**src/rtl/core/ipv6_lpm_ram.sv**
```systemverilog
// ----------------------------------------------------------------------------
// IPv6 LPM RAM
// Generic simple dual-port RAM with one write port and a registered read port.
// ----------------------------------------------------------------------------
`default_nettype none

module ipv6_lpm_ram #(
   parameter int WIDTH = 8,
   parameter int DEPTH = 256
) (
   input  wire logic                     clock,
   input  wire logic                     wr_en,
   input  wire logic [$clog2(DEPTH)-1:0] wr_addr,
   input  wire logic [WIDTH-1:0]         wr_data,
   input  wire logic [$clog2(DEPTH)-1:0] rd_addr,
   output logic      [WIDTH-1:0]         rd_data
);

   logic [WIDTH-1:0] mem [DEPTH];

   always_ff @(posedge clock) begin
      if (wr_en) begin
         mem[wr_addr] <= wr_data;
      end
      rd_data <= mem[rd_addr];
   end

endmodule

`default_nettype wire

```
**config.mk**
```make
export PLATFORM = sky130hd
export DESIGN_NAME = ipv6_lpm_ram
export DESIGN_NICKNAME = d
export VERILOG_FILES = /design/src/rtl/core/ipv6_lpm_ram.sv
export SDC_FILE = /design/constraint.sdc
export NUM_CORES = 2
export LEC_CHECK = 0
export BUFFER_PORTS_ARGS = -buffer_cell sky130_fd_sc_hd__buf_2
export CORE_MARGIN = 2
export CORE_UTILIZATION = 38
export DETAILED_ROUTE_END_ITERATION = 8
export MAX_ROUTING_LAYER = met4
export PLACE_DENSITY = 0.51
export SLEW_MARGIN = 20
export SYNTH_ARGS = -nofsm -noshare
export SYNTH_HDL_FRONTEND = slang
export SYNTH_SLANG_ARGS = --single-unit
```
**constraint.sdc**
```tcl
create_clock -name clock -period 2.15 [get_ports clock]
set_clock_uncertainty 0.15 [all_clocks]
set_input_delay 0.215 -clock clock [delete_from_list [all_inputs] [get_ports clock]]
set_output_delay 0.215 -clock clock [all_outputs]
set_load 0.005 [all_outputs]
```
==> impl_metrics.prom <==
# TYPE chip_impl_metric gauge
chip_impl_info{name="outcome",value="finished with violations"} 1
chip_impl_info{name="violations",value="setup timing"} 1
chip_impl_metric{name="max_clk_rate",unit="MHz"} 426
chip_impl_metric{name="synth_enable_flop_cells",unit=""} 2048
chip_impl_metric{name="p_leak",unit="nW"} 31.2
chip_impl_metric{name="grt_max_degree",unit=""} 70
chip_impl_metric{name="clock_slew_seen_by_the_registers_of_the_worst_setup_and_hold_paths",unit="ns"} 0.06
chip_impl_metric{name="arrival",unit="ns"} 2.94
chip_impl_info{name="synth_top_flop_cell",value="edfxtp_1"} 1
chip_impl_metric{name="sequential_fraction_of_the_synthesis_area",unit="%"} 77.5
chip_impl_metric{name="via_count_of_the_first_global_routing_pass",unit=""} 41245
chip_impl_info{name="worst_reg2reg_startpoint",value="mem[83][1]$_DFFE_PP_"} 1
chip_impl_metric{name="syn_avg_cell_area",unit="µm²"} 21.3
chip_impl_metric{name="internal_reg_to_reg_setup_slack",unit="ns"} -0.20
chip_impl_info{name="min_delay_worst_endpoint",value="mem[222][3]$_DFFE_PP_"} 1
chip_impl_metric{name="post-place-cells",unit=""} 7098
chip_impl_metric{name="worstHoldPathCells",unit=""} 5
chip_impl_metric{name="asyncSetResetFlopFracSynth",unit="%"} 0
chip_impl_info{name="critPathMostFrequentCell",value="mux4_2"} 1
chip_impl_metric{name="via_per_inst",unit=""} 5.40
chip_impl_metric{name="drive_above_1_share",unit="%"} 34.7
chip_impl_info{name="worst_path_max_delay_cell",value="mux4_2"} 1
chip_impl_metric{name="synthesis.instances",unit=""} 3733
chip_impl_metric{name="finalHoldViolations",unit=""} 0
chip_impl_metric{name="tritoncts_num_sinks",unit=""} 2056
chip_impl_metric{name="vdd_drop_max",unit="V"} 0.000899
chip_impl_metric{name="utilization",unit="%"} 46.5
chip_impl_metric{name="dieArea",unit="mm²"} 0.213
chip_impl_metric{name="initial_utilization",unit="%"} 38.3
chip_impl_metric{name="die_height",unit="µm"} 462
chip_impl_info{name="root_buffer",value="clkbuf_16"} 1
chip_impl_info{name="path_cells",value="mux4_2 -> mux4_2 -> nor2b_4 -> nor4_4 -> buf_4 -> nor4_2"} 1
chip_impl_metric{name="cp.required",unit="ns"} 2.74
chip_impl_info{name="setup_repair_after_global_routing_missed_its_margin",value="true"} 1
chip_impl_metric{name="drt_first_iter_violations",unit=""} 4344
chip_impl_metric{name="final_nets",unit=""} 4560
chip_impl_info{name="r2r_end",value="rd_data[1]$_DFF_P_"} 1
chip_impl_metric{name="preCtsSetupSlack",unit="ns"} -1.37
chip_impl_metric{name="syn2layout_area_growth",unit="%"} 21.3
chip_impl_metric{name="ant_nets",unit=""} 0
chip_impl_metric{name="finalWorstPathRequiredPeriod",unit="ns"} 2.35
chip_impl_metric{name="dr.pass1.iters",unit=""} 6
chip_impl_metric{name="total_core_area",unit="mm²"} 0.208
chip_impl_metric{name="drc",unit=""} 0
chip_impl_metric{name="std_cell_rows",unit=""} 167
chip_impl_metric{name="grt_overflow",unit=""} 0
chip_impl_info{name="synthMostInstantiatedCell",value="edfxtp_1"} 1
chip_impl_metric{name="post-synth-top-area-fraction",unit="%"} 77.3
chip_impl_metric{name="antenna_found_initial",unit=""} 11
chip_impl_metric{name="maxCapViolCount",unit=""} 0
chip_impl_metric{name="timing_max_transition_violations_final",unit=""} 0
chip_impl_metric{name="io-pin-count",unit=""} 34
chip_impl_metric{name="relSlewSlack",unit="%"} 29.5
chip_impl_metric{name="num_vias",unit=""} 40595
chip_impl_info{name="synth_commonest_cells",value="edfxtp_1, mux4_2, nor2_1"} 1
chip_impl_metric{name="worst_skew_pair.late_latency",unit="ns"} 0.87
chip_impl_info{name="worst_setup_path_start_kind",value="flop"} 1
chip_impl_metric{name="ffs_latches_synth",unit=""} 2056
chip_impl_metric{name="post-layout-total-power",unit="mW"} 85.2
chip_impl_metric{name="worstRegToRegCells",unit=""} 6
chip_impl_info{name="synth_area_leaders",value="edfxtp_1, mux4_2, mux2i_1"} 1
chip_impl_metric{name="cp_max_fo",unit=""} 1
chip_impl_metric{name="cts-buffers-inserted",unit=""} 216
chip_impl_info{name="end_kind",value="flop"} 1
chip_impl_metric{name="synth_fp_nets",unit=""} 3759
chip_impl_info{name="timing_worst_setup_path_type",value="reg2reg"} 1
chip_impl_metric{name="post-cts-setup-buffer-count",unit=""} 0
chip_impl_metric{name="synth.yosys.warnings",unit=""} 0
chip_impl_metric{name="place_congestion",unit=""} 0.843
chip_impl_info{name="tritoncts_clock_tree",value="done"} 1
chip_impl_info{name="yosysTopAreaCell",value="edfxtp_1"} 1
chip_impl_metric{name="power.density_cell_area",unit="mW/mm²"} 883
chip_impl_metric{name="fin_crit_sh",unit="%"} 109
chip_impl_metric{name="slowest_delay",unit="ns"} 0.55
chip_impl_metric{name="tightest_slew",unit="ns"} 1.05
chip_impl_metric{name="count_of_different_cell_masters_after_synthesis",unit=""} 55
chip_impl_metric{name="final.setup.worst_slack",unit="ns"} -0.200
chip_impl_metric{name="synth.cell_area",unit="mm²"} 0.0796
chip_impl_metric{name="wire_length_of_the_first_global_routing_pass",unit="µm"} 303000
chip_impl_metric{name="hpwl",unit="µm"} 142000
chip_impl_metric{name="setup_viol",unit=""} 8
chip_impl_metric{name="post_drt_wl_per_cell",unit="µm"} 28.4
chip_impl_info{name="worst_setup_path_startpoint",value="mem[83][1]$_DFFE_PP_"} 1
chip_impl_metric{name="cts_max_level",unit=""} 4
chip_impl_metric{name="grt_use_total",unit="%"} 20.7
chip_impl_info{name="hold_class",value="in2reg"} 1
chip_impl_metric{name="ctsLongestPathBuffers",unit=""} 3
chip_impl_metric{name="fin_cells",unit=""} 7515
chip_impl_info{name="min-delay-start",value="wr_addr[2]"} 1
chip_impl_metric{name="dieWidth",unit="µm"} 462
chip_impl_metric{name="io_buffers",unit=""} 33
chip_impl_metric{name="wl_final",unit="µm"} 213000
chip_impl_metric{name="whs",unit="ns"} 0.0703
state kept, by name (all words and copies together), names as in the netlist:
name and count:
rd_data 8, mem 2048
worst max-delay path by stage:
stage | to | depth (start not counted) | slack [ns]
after global routing | rd_data[1]$_DFF_P_ | 6 | -0.22
after global placement | rd_data[1]$_DFF_P_ | 10 | -1.45
after CTS | rd_data[1]$_DFF_P_ | 6 | -0.20
after detailed placement | rd_data[1]$_DFF_P_ | 10 | -1.37
after floorplan | rd_data[0]$_DFF_P_ | 9 | -0.03
final | rd_data[1]$_DFF_P_ | 6 | -0.20
metal layers:
layer | wire (µm) | track usage, % | vias to the layer above
met4 | 7040 | 6.96 | 0
met5 | 0 | - | -
met2 | 100000 | 31.5 | 1243
li1 | - | - | 17339
met3 | 12900 | 3.57 | 325
met1 | 92700 | 28.3 | 21688
cells in the final DEF, fill, tap and decap left out, types with 28 or more instances in the layout:
master,count
a21oi_1,95
a22oi_1,130
buf_12,107
buf_4,668
clkbuf_1,63
clkbuf_16,221
clkinv_1,51
clkinv_2,29
edfxtp_1,2048
mux2i_1,134
mux4_2,455
nand2_1,33
nand3_1,31
nor2_1,265
o221ai_1,45
o22ai_1,28
power by group:
| part | switching (mW) | internal [mW] |
|---|---|---|
| sequential | 0.0979 | 44.2 |
| combinational | 2.92 | 2.07 |
| clock | 15.4 | 20.5 |
| total | 18.4 | 66.8 |
kinds of logic after synthesis:
logic type | share of synthesized area, %
DFF | 77.5
muxes | 14.6
and+or+nand+nor | 2.63
AOI/OAI and AO/OA | 3.42
buffers and inverters | 1.83
what timing repair did:
| item | 4_1_cts | 5_1_grt |
|---|---|---|
| endpoints found under the setup margin | 8 | 8 |
| pin swaps | 25 | 5 |
| resized for setup | 54 | 13 |
| hold endpoints to repair | 1999 | 0 |
| hold buffers | 10 | 0 |
| cloned | 0 | 0 |
critical path, delay by kind of cell (launching register included):
family                 cells  cell delay (ns)
multiplexers               2             1.08
flip-flops                 1             0.35
AND/OR/NAND/NOR            3             0.47
buffers and inverters      1             0.19
cell type report:
| cell class | count | area, µm² |
|---|---|---|
| antenna | 5 | 12.5 |
| clock buffer | 294 | 5900 |
| clock inverter | 112 | 945 |
| fill | 17516 | 111000 |
| inverter | 2 | 7.51 |
| multi-input combinational | 1442 | 17000 |
| sequential | 2056 | 61700 |
| tap | 2788 | 3490 |
| timing repair buffer | 816 | 7510 |
stage by stage:
step / instance area [µm²] / setup TNS (ns)
2_1_floorplan: 79900 / -16.00
3_3_place_gp: 89200 / -16.83
3_5_place_dp: 89200 / -17.12
4_1_cts: 96400 / -1.11
5_1_grt: 96500 / -1.51
6_report: 96500 / -0.916
Power figures use the tool's default switching activity.
